==> src/hw/rtl/bpa_pkg.sv <==
`default_nettype none
// ----------------------------------------------------------------------------
// bpa_pkg
// Types, sizes and sequencer states shared by the buddy page allocator.
// ----------------------------------------------------------------------------
package bpa_pkg;

	localparam int PAGES   = 1024;
	localparam int POOL_W  = 37;
	localparam int PAGE_W  = 21;
	localparam int LEN_W   = 32;
	localparam int IDX_W   = 10;
	localparam int IW      = $clog2(PAGES);
	localparam int PCW     = $clog2(PAGES + 1);
	localparam int ORD_W   = $clog2(IW + 1);
	localparam int BUD_W   = 2 ** ORD_W;
	localparam int CUR_W   = BUD_W + 1;
	localparam int CIDX_W  = 2;
	localparam int MIN_PAGE_LSB = 7;

	localparam logic [POOL_W-1:0] POOL_RST = POOL_W'(4194304);
	localparam logic [PAGE_W-1:0] PAGE_RST = PAGE_W'(4096);

	localparam logic [CIDX_W-1:0] REG_POOL = CIDX_W'(0);
	localparam logic [CIDX_W-1:0] REG_PAGE = CIDX_W'(1);

	localparam logic [1:0] OP_REBUILD = 2'd0;
	localparam logic [1:0] OP_ALLOC   = 2'd1;
	localparam logic [1:0] OP_FREE    = 2'd2;

	typedef struct packed {
		logic [1:0]       opcode;
		logic [LEN_W-1:0] length_bytes;
		logic [IDX_W-1:0] block_index;
	} req_t;

	typedef struct packed {
		logic             status;
		logic [IDX_W-1:0] granted_index;
	} rsp_t;

	typedef enum logic [4:0] {
		ST_IDLE,
		ST_CLR,
		ST_CHK,
		ST_DIV,
		ST_TOP,
		ST_HEAD,
		ST_SIZE,
		ST_SCAN_RD,
		ST_SCAN_EV,
		ST_SPLIT,
		ST_TAKE,
		ST_FREE0,
		ST_FREE_ORD,
		ST_FREE_BUD,
		ST_FREE_CMP,
		ST_FREE_MRG,
		ST_DONE
	} state_t;

	// bits needed to hold v
	function automatic logic [ORD_W-1:0] bit_len(input logic [PCW-1:0] v);
		logic [ORD_W-1:0] r;
		r = '0;
		for (int i = 0; i < PCW; i++) begin
			if (v[i]) r = ORD_W'(i + 1);
		end
		return r;
	endfunction

endpackage
`default_nettype wire

==> src/hw/rtl/bpa_cmp.sv <==
`default_nettype none
// ----------------------------------------------------------------------------
// bpa_cmp
// Shared shift, compare and subtract unit: a against b shifted left by sh.
// ----------------------------------------------------------------------------
module bpa_cmp (
	input  wire logic [bpa_pkg::POOL_W-1:0] a,
	input  wire logic [bpa_pkg::POOL_W-1:0] b,
	input  wire logic [bpa_pkg::ORD_W-1:0]  sh,
	output logic                            ge,
	output logic                            eq,
	output logic      [bpa_pkg::POOL_W-1:0] diff
);
	import bpa_pkg::*;

	logic [POOL_W-1:0] bs;

	assign bs   = b << sh;
	assign ge   = (a >= bs);
	assign eq   = (a == bs);
	assign diff = a - bs;
endmodule
`default_nettype wire
==> config.mk <==
export PLATFORM = sky130hd
export DESIGN_NAME = bpa_cmp
export DESIGN_NICKNAME = d
export VERILOG_FILES = /design/src/hw/rtl/bpa_pkg.sv /design/src/hw/rtl/bpa_cmp.sv
export SDC_FILE = /design/constraint.sdc
export NUM_CORES = 1
export LEC_CHECK = 0
export ABC_AREA = 1
export BUFFER_PORTS_ARGS = -buffer_cell sky130_fd_sc_hd__buf_2
export CAP_MARGIN = 20
export CORE_MARGIN = 8
export CORE_UTILIZATION = 60
export DETAILED_ROUTE_END_ITERATION = 6
export PLACE_DENSITY = 0.89
export SLEW_MARGIN = 20
export SYNTH_ARGS = -nofsm -noshare
export SYNTH_HDL_FRONTEND = slang
export SYNTH_SLANG_ARGS = --single-unit
==> constraint.sdc <==
create_clock -name vclk -period 5.6
set_input_delay 1.12 -clock vclk [all_inputs]
set_output_delay 1.12 -clock vclk [all_outputs]
set_load 0.1 [all_outputs]
# Yosys cells after proc, flatten, opt, wreduce, memory -nomap -nowiden
# Index checks and enable logic that the tools add are counted.
[word_totals] reg_bits=0 elab_cells=4
[classes] addsub=1 magnitude_cmp=1 eq_ne=1 shifts=1
[op_table] op="37-bit == test" count=1
[op_table] op="37-bit greater-or-equal comparator" count=1
[op_table] op="37-bit by 4-bit left shift with 37-bit output" count=1
[op_table] op="37-bit subtractor" count=1

# Longest topological paths before layout
[depth] word_depth=2 ltp_mapped=23

# Worst setup path before layout
# OpenSTA, ideal clock, no wires.
[synth_timing] path_kind="input to output" startpoint="input port sh[0] (netlist name)" endpoint="output port eq" arrival_time_ns=4.502 t_required_ns=4.480 path_slack_ns=-0.022 cell_stages=15 path_buffers=2 cell_sequence="buf_6 buf_6 nand2_1 nand2_1 nor2_1 a31oi_1 nand2_1 o21ai_0 mux2i_1 ha_1 nand2_1 nor2_1 nand2_1 nor2_1 nor4b_2"
[synth_via] elab_chain_cells=2
[synth_rtl] element="start, declared" line="bpa_cmp.sv:9" text="input wire logic [bpa_pkg::ORD_W-1:0] sh,"
[synth_rtl] element="37-bit by 4-bit left shift with 37-bit output" line="bpa_cmp.sv:18" text="assign bs = b << sh;"
[synth_rtl] element="37-bit == test" line="bpa_cmp.sv:20" text="assign eq = (a == bs);"
[synth_rtl] element="end, declared" line="bpa_cmp.sv:11" text="output logic eq,"
# Every way passes these cells.

# Final worst setup path
# Same ends and word-level chain as after synthesis.

==> impl_metrics.toml <==
[outcome]
run_status = "finished, final reports clean"

[logic_synthesis]
avgSynthCellArea_sq_um = 4.99
yosys.area.top_type = "nand2_1"
yosysTopAreaCellShare = 0.290
netlist_instances = 881
synth-seq-area-share = 0
synth_area_leaders = "nand2_1, ha_1, inv_1"
synth_nets = 998
synth.most_common_cell = "nand2_1"
yosys_warnings = 0
syn_area_sq_mm = 0.00440
synth_common_cells = "nand2_1, inv_1, nand3_1"
yosysUniqueCellTypes = 39

[placement]
port_buffers = 117
gp_congestion = 0.940
placed_cells = 1077
hpwl_microns = 13000

[sta]
tns_ps = 0
tightest_slew_ps = 554
min_period_ps = 5270
rsz0062_at_grt = "no"
fmax_ghz = 0.190
hold_violations = 0
slew_headroom = 0.631
slew_violations = 0
fin_crit_sh = 0.940
setup_viol = 0

[cells_and_area]
clkbuf_count = 0
seqCellArea_sq_um = 0
nFlopsAndLatches = 0
drive_gt1_frac = 0.178
fin_cells = 1077
antenna_cells = 0
nNetsFinal = 1097
nFillCells = 635
areaGrowthSynthToFinish_pct = 25.3

[critical_path]
end_kind = "primary output"
cp_slowest_cell = "ha_1"
crit_path_frequent_cell = "nand2_1"
crit_end = "eq"
cp-start-kind = "input pin"
cp-startpoint = "sh[0]"
critPathMaxFanout = 37
cp.buffers_inverters = 3
worstPathRequired_ps = 4480
arrival_ps = 4150
crit_cells = 16
cpPeakStageDelay_ps = 410
path_delay_family = "simple AND/OR/NAND/NOR gates"
critPathKind = "in -> out"
crit_chain = "clkbuf_4 > inv_8 > nand2_1 > nand2_1 > nor2_1 > a31oi_1 > nand2_1 > o21ai_0 > mux2i_1 > ha_1 > nand2_1 > nor2_1 > nand2_1 > nor2_1 > nor4b_4 > buf_12"

[grt]
grt_max_degree = 43
overflow = 0
grt_first_pass_wirelength_microns = 24000
grt_antenna_before_repair = 0
grt_usage = 0.278
grt_pass1_vias = 5373

[worst_hold_path]
hp-class = "in -> out"
holdCritStartpoint = "a[12]"

[clock_network]
ctsHoldBuffers = 0

[drt]
drt_wl_total_microns = 14700
dr.pass1.iters = 6
drc_errors = 0
ant_nets = 0
avgViaCountPerCell = 5.53
wl_per_cell_microns = 13.6
dr_total_vias = 5952
drt-initial-drc-count = 403

[power_and_ir_drop]
power_density_mw_per_mm2 = 304
p_comb_frac = 1.000
peakVddDrop_mv = 0.203
switching_share = 0.684
p_seq_frac = 0
clkPwrFrac = 0
p_sw_uw = 1140
leakagePower_uw = 0.00318
p_int_uw = 529

[flow_run]
drv_cap = 0

[die]
die_area_sq_mm = 0.0103
fp.dieH_microns = 102
io_pins = 117
placementRows = 31
initial_core_util = 0.613
die_w_microns = 102
core-area_sq_mm = 0.00718
-- layout make-up --
class                      instances  area [sq um]  area share
inverter                         120           458      0.0831
timing repair buffer             123          1130       0.205
tap                               99           124      0.0225
multi-input combinational        735          3800       0.690
-- cells in the final DEF (no fill, tap or decap), drive strengths merged, types with 2 or more instances in the layout --
cell      n
mux2i    19
o21ai    69
ha       38
o22ai     2
o21a      2
o211ai    5
nand4     4
buf     122
inv     119
nor2     74
a31oi     6
nor3      7
xor2     15
nand2   359
a21oi    36
xnor2     3
or2       9
nand3    76
o21bai    6
-- worst min-delay path by stage --
stage	endpoint	slack [ps]	cells past startpoint
6_report	diff[12]	2850	4
5_1_grt	diff[12]	2860	4
4_1_cts	diff[5]	2840	4
3_5_place_dp	diff[12]	2840	4
3_3_place_gp	diff[13]	2830	4
2_1_floorplan	eq	2740	3
-- cell families after synthesis --
group / Yosys count / share of synthesized area
buffers and inverters: 146 / 0.138
adder cells (fa/ha/maj): 39 / 0.113
AO/OA/AOI/OAI: 127 / 0.157
multiplexers: 19 / 0.0432
AND/OR/NAND/NOR: 532 / 0.513
XOR/XNOR: 18 / 0.0358
-- through the flow --
stage	utilization	area [sq um]	hold slack, ps	worst slack (ps)	power, uW
after global routing	0.768	5510	2860	35.3	1760
final	0.768	5510	2850	335	1670
after CTS	0.767	5510	2840	344	1670
after floorplan	-	4410	2740	150	1130
after detailed placement	0.767	5510	2840	349	1660
after global placement	0.767	5510	2830	373	1650
-- layer usage --
layer	vias to the layer above	track usage	share of wire
li1	3005	-	-
met2	309	0.474	0.46
met4	0	0.0573	0.021
met1	2609	0.365	0.44
met3	29	0.0302	0.087
met5	-	0	0
-- power groups by stage --
| stage | Combinational (uW) | Clock (uW) | Sequential [uW] |
|---|---|---|---|
| floorplan | 1130 | 0 | 0 |
| detailed placement | 1660 | 0 | 0 |
| global route | 1760 | 0 | 0 |
| CTS | 1670 | 0 | 0 |
| finish | 1670 | 0 | 0 |
| global placement | 1650 | 0 | 0 |
-- tightest hold or removal path: cells and delay by family --
family | cells | cell delay, ps
xor+xnor | 1 | 130
buf+inv | 2 | 270
fa+ha+maj | 1 | 200
-- timing repair --
action,in CTS,in global routing
gates resized for setup,0,2
setup endpoints to repair,0,6
setup buffers,0,0
Note: power is estimated with default switching activity, not from simulation.
